$ cat src/hdl/bal_pkg.sv
`timescale 1ns / 1ps
// ----------------------------------------------------------------------------
// bal_pkg - shared types for the bounded array list
// Request kinds, result status codes and the per-cell control word.
// ----------------------------------------------------------------------------
package bal_pkg;

  // Request kinds as they arrive on kind_i
  typedef enum logic [2:0] {
    KIND_ADD_FRONT = 3'd0,
    KIND_ADD_BACK  = 3'd1,
    KIND_REM_FRONT = 3'd2,
    KIND_REM_BACK  = 3'd3,
    KIND_READ      = 3'd4,
    KIND_WRITE     = 3'd5
  } kind_e;

  // Result status
  typedef enum logic [1:0] {
    ST_DONE  = 2'd0,
    ST_FULL  = 2'd1,
    ST_EMPTY = 2'd2
  } status_e;

  // Control word broadcast to every cell of the row
  typedef struct packed {
    logic shift_up;    // take the left neighbour's word
    logic shift_down;  // take the right neighbour's word
    logic load;        // cell at the load index takes the new word
  } cell_ctrl_t;

  // Request width constants fixed by the interface
  localparam int unsigned KindW  = 3;
  localparam int unsigned WordW  = 32;
  localparam int unsigned StatW  = 2;

endpackage

$ cat src/hdl/bal_cell.sv
`timescale 1ns / 1ps
// ----------------------------------------------------------------------------
// bal_cell - one storage cell of the list row
// Holds one element; loads, shifts up or shifts down on command.
// ----------------------------------------------------------------------------
module bal_cell #(
  parameter int unsigned DATA_WIDTH = 32,
  parameter int unsigned IDX_W      = 4,
  parameter int unsigned INDEX      = 0
) (
  input  logic                  clk_i,
  input  bal_pkg::cell_ctrl_t   ctrl_i,
  input  logic [IDX_W-1:0]      load_idx_i,
  input  logic [DATA_WIDTH-1:0] new_word_i,
  input  logic [DATA_WIDTH-1:0] left_i,
  input  logic [DATA_WIDTH-1:0] right_i,
  output logic [DATA_WIDTH-1:0] word_o
);
  import bal_pkg::*;

  logic [DATA_WIDTH-1:0] word_q, word_d;

  always_comb begin
    word_d = word_q;
    if (ctrl_i.load && (load_idx_i == IDX_W'(INDEX))) begin
      word_d = new_word_i;
    end else if (ctrl_i.shift_up) begin
      word_d = left_i;
    end else if (ctrl_i.shift_down) begin
      word_d = right_i;
    end
  end

  // payload only, no reset
  always_ff @(posedge clk_i) begin
    word_q <= word_d;
  end

  assign word_o = word_q;

endmodule

$ cat src/hdl/bal_ctrl.sv
`timescale 1ns / 1ps
// ----------------------------------------------------------------------------
// bal_ctrl - request decode and element count
// Decodes a request, clamps its index, keeps the count, drives the cells.
// ----------------------------------------------------------------------------
module bal_ctrl #(
  parameter int unsigned DEPTH = 16,
  parameter int unsigned IDX_W = 4,
  parameter int unsigned CNT_W = 5
) (
  input  logic                       clk_i,
  input  logic                       rst_ni,
  input  logic                       fire_i,
  input  logic [bal_pkg::KindW-1:0]  kind_i,
  input  logic signed [bal_pkg::WordW-1:0] index_i,
  output bal_pkg::cell_ctrl_t        cell_ctrl_o,
  output logic [IDX_W-1:0]           idx_o,
  output logic                       rd_en_o,
  output logic [bal_pkg::StatW-1:0]  status_o,
  output logic [CNT_W-1:0]           cnt_o,
  output logic [CNT_W-1:0]           cnt_next_o
);
  import bal_pkg::*;

  logic [CNT_W-1:0] cnt_q, cnt_d, cnt_m1;
  logic             full, empty;
  logic [IDX_W-1:0] pos;
  cell_ctrl_t       ctrl;

  assign full   = (cnt_q == CNT_W'(DEPTH));
  assign empty  = (cnt_q == '0);
  assign cnt_m1 = cnt_q - CNT_W'(1);

  // clamp index into 0 .. count-1
  always_comb begin
    if (index_i[WordW-1]) begin
      pos = '0;
    end else if (unsigned'(index_i) >= WordW'(cnt_q)) begin
      pos = cnt_m1[IDX_W-1:0];
    end else begin
      pos = index_i[IDX_W-1:0];
    end
  end

  always_comb begin
    ctrl     = '0;
    idx_o    = pos;
    rd_en_o  = 1'b0;
    status_o = ST_DONE;
    cnt_d    = cnt_q;
    case (kind_i)
      KIND_ADD_FRONT: begin
        if (full) begin
          status_o = ST_FULL;
        end else begin
          ctrl.shift_up = 1'b1;
          cnt_d         = cnt_q + CNT_W'(1);
        end
      end
      KIND_ADD_BACK: begin
        idx_o = cnt_q[IDX_W-1:0];
        if (full) begin
          status_o = ST_FULL;
        end else begin
          ctrl.load = 1'b1;
          cnt_d     = cnt_q + CNT_W'(1);
        end
      end
      KIND_REM_FRONT: begin
        if (empty) begin
          status_o = ST_EMPTY;
        end else begin
          ctrl.shift_down = 1'b1;
          cnt_d           = cnt_m1;
        end
      end
      KIND_REM_BACK: begin
        if (empty) begin
          status_o = ST_EMPTY;
        end else begin
          cnt_d = cnt_m1;
        end
      end
      KIND_READ: begin
        if (empty) begin
          status_o = ST_EMPTY;
        end else begin
          rd_en_o = 1'b1;
        end
      end
      KIND_WRITE: begin
        if (empty) begin
          status_o = ST_EMPTY;
        end else begin
          ctrl.load = 1'b1;
        end
      end
      default: begin
        // unused codes: no change, done
      end
    endcase
  end

  // drop cell commands unless a request is taken this cycle
  assign cell_ctrl_o = fire_i ? ctrl : '0;
  assign cnt_o       = cnt_q;
  assign cnt_next_o  = cnt_d;

  always_ff @(posedge clk_i or negedge rst_ni) begin
    if (!rst_ni) begin
      cnt_q <= '0;
    end else if (fire_i) begin
      cnt_q <= cnt_d;
    end
  end

endmodule

$ cat src/hdl/bounded_array_list_top.sv
`timescale 1ns / 1ps
// ----------------------------------------------------------------------------
// bounded_array_list_top - fixed-capacity double-ended array list
// Row of storage cells with front/back insert and remove, indexed access.
// ----------------------------------------------------------------------------
// The list takes one request per clock cycle and returns one result per
// request, in the cycle after acceptance, from an output register. Every
// operation, including an insert or remove at the front, finishes in the
// cycle of acceptance: the elements live in a row of DEPTH cells that all
// shift up or down together, so a new request may follow at once and is
// held off only while a finished result waits for out_ready_i. Reads and
// writes clamp the index into 0 .. count-1; inserting when full returns
// the full status, removing, reading or writing when empty returns the
// empty status, and neither changes the list. Cell contents are not
// cleared at reset; only positions below the count are ever read.
// ----------------------------------------------------------------------------
module bounded_array_list_top #(
  parameter int unsigned DEPTH      = 16,
  parameter int unsigned DATA_WIDTH = 32,
  localparam int unsigned CNT_W     = $clog2(DEPTH + 1)
) (
  input  logic                                clk_i,
  input  logic                                rst_ni,
  input  logic                                in_valid_i,
  output logic                                in_ready_o,
  input  logic [bal_pkg::KindW-1:0]           kind_i,
  input  logic signed [bal_pkg::WordW-1:0]    value_i,
  input  logic signed [bal_pkg::WordW-1:0]    index_i,
  output logic                                out_valid_o,
  input  logic                                out_ready_i,
  output logic signed [bal_pkg::WordW-1:0]    read_value_o,
  output logic [bal_pkg::StatW-1:0]           status_o,
  output logic [CNT_W-1:0]                    count_o
);
  import bal_pkg::*;

  localparam int unsigned IdxW = $clog2(DEPTH);

  logic                  fire;
  cell_ctrl_t            cell_ctrl;
  logic [IdxW-1:0]       idx;
  logic                  rd_en;
  logic [StatW-1:0]      status;
  logic [CNT_W-1:0]      cnt_cur, cnt_next;
  logic [63:0]           value_wide;
  logic [DATA_WIDTH-1:0] new_word;
  logic [DATA_WIDTH-1:0] cell_word [DEPTH];
  logic [DATA_WIDTH-1:0] rd_word;
  logic signed [63:0]    rd_ext;
  logic [WordW-1:0]      rd_value;

  logic                  out_valid_q;
  logic [WordW-1:0]      read_value_q;
  logic [StatW-1:0]      status_q;
  logic [CNT_W-1:0]      count_q;

  // accept whenever the output register is free or being emptied
  assign in_ready_o = !out_valid_q || out_ready_i;
  assign fire       = in_valid_i && in_ready_o;

  // keep the low DATA_WIDTH bits of the request value, zero above bit 31
  assign value_wide = {32'b0, value_i};
  assign new_word   = value_wide[DATA_WIDTH-1:0];

  bal_ctrl #(
    .DEPTH (DEPTH),
    .IDX_W (IdxW),
    .CNT_W (CNT_W)
  ) u_ctrl (
    .clk_i       (clk_i),
    .rst_ni      (rst_ni),
    .fire_i      (fire),
    .kind_i      (kind_i),
    .index_i     (index_i),
    .cell_ctrl_o (cell_ctrl),
    .idx_o       (idx),
    .rd_en_o     (rd_en),
    .status_o    (status),
    .cnt_o       (cnt_cur),
    .cnt_next_o  (cnt_next)
  );

  // Row of cells: cell 0 takes the new word on a front insert, the last
  // cell takes zero on a front remove (that slot falls outside the count).
  for (genvar g = 0; g < DEPTH; g++) begin : g_cell
    logic [DATA_WIDTH-1:0] left_w, right_w;
    if (g == 0) begin : g_first
      assign left_w = new_word;
    end else begin : g_left
      assign left_w = cell_word[g-1];
    end
    if (g == DEPTH - 1) begin : g_last
      assign right_w = '0;
    end else begin : g_right
      assign right_w = cell_word[g+1];
    end
    bal_cell #(
      .DATA_WIDTH (DATA_WIDTH),
      .IDX_W      (IdxW),
      .INDEX      (g)
    ) u_cell (
      .clk_i      (clk_i),
      .ctrl_i     (cell_ctrl),
      .load_idx_i (idx),
      .new_word_i (new_word),
      .left_i     (left_w),
      .right_i    (right_w),
      .word_o     (cell_word[g])
    );
  end

  // select the addressed cell: AND each word with its decode, OR together
  always_comb begin
    rd_word = '0;
    for (int i = 0; i < DEPTH; i++) begin
      rd_word = rd_word | (cell_word[i] & {DATA_WIDTH{idx == IdxW'(i)}});
    end
  end

  // sign-extend from DATA_WIDTH, hand over the low 32 bits
  assign rd_ext   = 64'(signed'(rd_word));
  assign rd_value = rd_en ? rd_ext[WordW-1:0] : '0;

  // result register: advance on accept, hold while stalled
  always_ff @(posedge clk_i or negedge rst_ni) begin
    if (!rst_ni) begin
      out_valid_q <= 1'b0;
    end else if (fire) begin
      out_valid_q <= 1'b1;
    end else if (out_ready_i) begin
      out_valid_q <= 1'b0;
    end
  end

  always_ff @(posedge clk_i) begin
    if (fire) begin
      read_value_q <= rd_value;
      status_q     <= status;
      count_q      <= cnt_next;
    end
  end

  assign out_valid_o  = out_valid_q;
  assign read_value_o = signed'(read_value_q);
  assign status_o     = status_q;
  assign count_o      = count_q;

  // count never passes capacity
  a_cnt_bound: assert property (@(posedge clk_i) disable iff (!rst_ni)
    cnt_cur <= CNT_W'(DEPTH))
    else $error("element count beyond capacity");

  // an insert into a full list is rejected and leaves the count alone
  a_full_reject: assert property (@(posedge clk_i) disable iff (!rst_ni)
    (fire && cnt_cur == CNT_W'(DEPTH) &&
     (kind_i == KIND_ADD_FRONT || kind_i == KIND_ADD_BACK))
    |=> (status_o == ST_FULL && count_o == $past(cnt_cur)))
    else $error("insert when full not rejected");

  // anything but a successful read returns a zero word
  a_rd_zero: assert property (@(posedge clk_i) disable iff (!rst_ni)
    (fire && !rd_en) |=> (read_value_o == '0 && out_valid_o))
    else $error("non-read result carries data");

endmodule
$ cat config.mk
export PLATFORM = sky130hd
export DESIGN_NAME = bounded_array_list_top
export DESIGN_NICKNAME = d
export VERILOG_FILES = /design/src/hdl/bal_pkg.sv /design/src/hdl/bal_cell.sv /design/src/hdl/bal_ctrl.sv /design/src/hdl/bounded_array_list_top.sv
export SDC_FILE = /design/constraint.sdc
export NUM_CORES = 1
export LEC_CHECK = 0
export BUFFER_PORTS_ARGS = -buffer_cell sky130_fd_sc_hd__buf_2
export CAP_MARGIN = 15
export CORE_MARGIN = 1
export CORE_UTILIZATION = 61
export DETAILED_ROUTE_END_ITERATION = 8
export PLACE_DENSITY = 0.77
export RECOVER_POWER = 100
export SLEW_MARGIN = 5
export SYNTH_ARGS = -nofsm -noshare
export SYNTH_HDL_FRONTEND = slang
export SYNTH_HIERARCHICAL = 1
export SYNTH_SLANG_ARGS = --single-unit
$ cat constraint.sdc
create_clock -name clk_i -period 7.25 [get_ports clk_i]
set_input_delay 1.0875 -clock clk_i [delete_from_list [all_inputs] [get_ports clk_i]]
set_output_delay 1.0875 -clock clk_i [all_outputs]
set_load 0.03 [all_outputs]
==> metrics.yaml <==
drive_above_1_share_pct: 38.12
p_per_area_mw_per_mm2: 239.6
path_delay_family: "simple AND/OR/NAND/NOR gates"
finalCriticalPeriod_ps: 5930
dieArea_sq_mm: 0.06163
intPower_uw: 6305
cts_tree: "yes"
relSlewSlack_pct: -42.26
grt_pass1_vias: 23460
crit_buf_inv: 2
p_leak_uw: 0.01301
die-width_microns: 248.2
grt_max_degree: 120
critPathMaxFanout: 29
fin_tns_setup_ps: 0
maxCapViolations: 6
r2r_start: "u_ctrl/cnt_o[4]"
async_flop_share_pct: 1.077
synthCells: 2425
totalWireLength_microns: 107300
reg2reg_slack_ps: 1400
placementRows: 89
grt_overflow_total: 0
swShare_pct: 31.14
yosysSeqAreaShare_pct: 45.14
setup-violations-final: 0
htree_levels: 2
startpoint_type: "primary input"
cts_resized: 0
r2r_end: "read_value_o[14]"
fmax_mhz: 168.6
maxSlewViolCount: 165
drc: 0
worst-slew-pin-transition_ps: 2133
rsz0062_at_grt: "false"
syn_area_sq_mm: 0.03699
wl_per_cell_microns: 32.22
final-hold-violation-count: 0
cts-root-buf: "clkbuf_16"
die_y_microns: 248.2
synth_edf_count: 551
end_kind: "register"
cts_setup_buffers: 0
crit_path_max_incr_delay_ps: 1580
synth.distinct_cells: 68
nNetsFinal: 2590
cts_sinks: 557
antenna_found_initial: 3
grt.total_usage_pct: 34.81
syn_area_per_cell_sq_um: 15.25
r2r.worst_path.cells: 12
cp.depth: 7
finClkSkew_ps: 32.45
yosys.area.top_type: "edfxtp_1"
ir_drop_mv: 0.2239
ys_top_cells_by_area: "edfxtp_1 (45%), mux2_4 (20%), mux2_2 (17%)"
power_frac_seq_pct: 42.2
synth_seq_cells: 557
multi_input_area_sq_mm: 0.01747
crit_start: "out_ready_i"
hold_ws_ps: 331.1
final.period_utilization_pct: 81.79
holdBufCountCts: 0
dr_total_vias: 22990
drtAntennaViolNets: 0
area_delta_synth_final_pct: 3.325
regArea_sq_mm: 0.01670
start_util_pct: 62.20
violations: "capacitance limit, slew limit"
port_buffers: 111
cts_buffers: 61
synth.top_cell.area_share_pct: 44.73
firstDrtPassIters: 6
clkTransAtPathRegs_ps: 60
hold_path_class: "in -> async"
critPathRequiredTime_ps: 7490
path_cells: "buf_2, nand2b_1, and2_0, nand3_1, a21oi_2, or3_2, clkbuf_2"
synth_flop_cell: "edfxtp_1"
status: "finished, violations left"
grt_first_pass_wirelength_microns: 157900
p_sw_uw: 2851
critPathKind: "in -> reg"
ys_warn_count: 6
gp_congestion: 0.8905
coreArea_sq_mm: 0.05946
clock_latency_ps: 660
via_per_inst: 6.900
dp_hpwl_microns: 60190
slowest_stage: "and2_0"
critPathCapture: "g_cell[5].u_cell/word_o[17]"
pwr-share-comb_pct: 24.1
cts_buffer_depth: 3
p_clk_share_pct: 33.7
fill_cells: 4605
io_pins: 112
first_iter_violations: 2942
critPathArrivalTime_ps: 6170
worst min path at each step:
stage / startpoint / end / slack, ps
6_report: rst_ni / u_ctrl/cnt_o[2] / 330
5_1_grt: rst_ni / u_ctrl/cnt_o[2] / 330
4_1_cts: rst_ni / u_ctrl/cnt_o[2] / 240
3_5_place_dp: out_valid_o / out_valid_o / 530
3_3_place_gp: out_valid_o / out_valid_o / 500
2_1_floorplan: u_ctrl/cnt_o[0] / u_ctrl/cnt_o[0] / 600
layout make-up:
cell class | count | share of cell area (%)
sequential | 557 | 43.69
clock inverter | 30 | 0.7563
antenna | 1 | 0.006548
clock buffer | 82 | 4.282
inverter | 12 | 0.1179
timing repair buffer | 178 | 2.897
multi-input combinational | 1699 | 45.72
tap | 773 | 2.531
cell usage after synthesis, types with 8 or more instances:
| library cell | count |
|---|---|
| mux2_2 | 568 |
| edfxtp_1 | 551 |
| mux2_4 | 494 |
| mux2i_1 | 96 |
| buf_6 | 88 |
| o22ai_1 | 65 |
| mux2_1 | 59 |
| nand2_1 | 50 |
| a21oi_1 | 36 |
| clkbuf_1 | 34 |
| a22oi_1 | 33 |
| o31a_1 | 33 |
| a2111oi_0 | 31 |
| a211oi_1 | 31 |
| buf_2 | 31 |
| nor2b_1 | 31 |
| buf_4 | 20 |
| nor2_1 | 15 |
| or3_1 | 14 |
| inv_1 | 11 |
| ha_1 | 10 |
| buf_12 | 9 |
| nand3_1 | 9 |
| nor4_1 | 8 |
state kept, by name (all words and copies together) (netlist names):
name,flops
u_ctrl/cnt_o,5
status_o,2
out_valid_o,1
g_cell.u_cell/word_o,512
count_o,5
read_value_o,32
kinds of logic after synthesis:
group	synth area share, %
compound gates	4.824
xor+xnor	0.09473
fa+ha+maj	0.3383
buf+inv	4.577
flops	45.14
mux	41.86
other cells	0.01014
simple gates	3.156
placed cells by master (no fill, tap or decap), types with 32 or more instances in the layout:
cell type and count:
a22oi_1 33, a21oi_1 34, o31a_1 33, o22ai_1 64
clkbuf_16 62, buf_4 44, mux2_1 398, mux2i_1 96
edfxtp_1 551, conb_1 32, mux2_2 568, mux2_4 155
buf_2 67, clkbuf_1 66, nand2_1 49
stage by stage:
step,cell area (sq um),total power (uW),worst slack (ps),instances,utilization [%]
5_1_grt,38220,9393,1132,3331,64.27
6_report,38220,9156,1320,3332,64.27
3_5_place_dp,37760,6175,1960,3219,63.50
4_1_cts,39690,9248,2480,3331,66.74
2_1_floorplan,37100,5477,791.6,2456,-
3_3_place_gp,37750,6122,1829,3218,63.49
layer usage:
layer | part of all wire (%) | wire (microns) | vias to the layer above | GRT usage [%]
li1 | - | - | 9719 | -
met1 | 41 | 43530 | 11580 | 47.04
met2 | 46 | 49400 | 1359 | 55.04
met3 | 8.9 | 9581 | 332 | 6.259
met4 | 4.5 | 4818 | 2 | 14.97
met5 | 0.012 | 13 | - | 0
worst reg2reg max path: stages (launching register included):
cell and delay (ps):
dfrtp_1 560, inv_1 190, ha_1 320, nor4b_1 380
o31a_1 280, o21ai_0 160, nand3_4 350, buf_4 500
nor3b_1 1690, buf_4 700, a22oi_1 130, a21oi_1 170
o31a_1 240
power groups by stage:
stage / Sequential, uW / Clock, uW / Combinational [uW]
floorplan: 3910 / 0 / 1560
global placement: 3930 / 0 / 2190
detailed placement: 3940 / 0 / 2240
CTS: 3870 / 3120 / 2250
global route: 3880 / 3240 / 2280
finish: 3870 / 3080 / 2210
No activity file was read; power rests on OpenSTA's default activity.
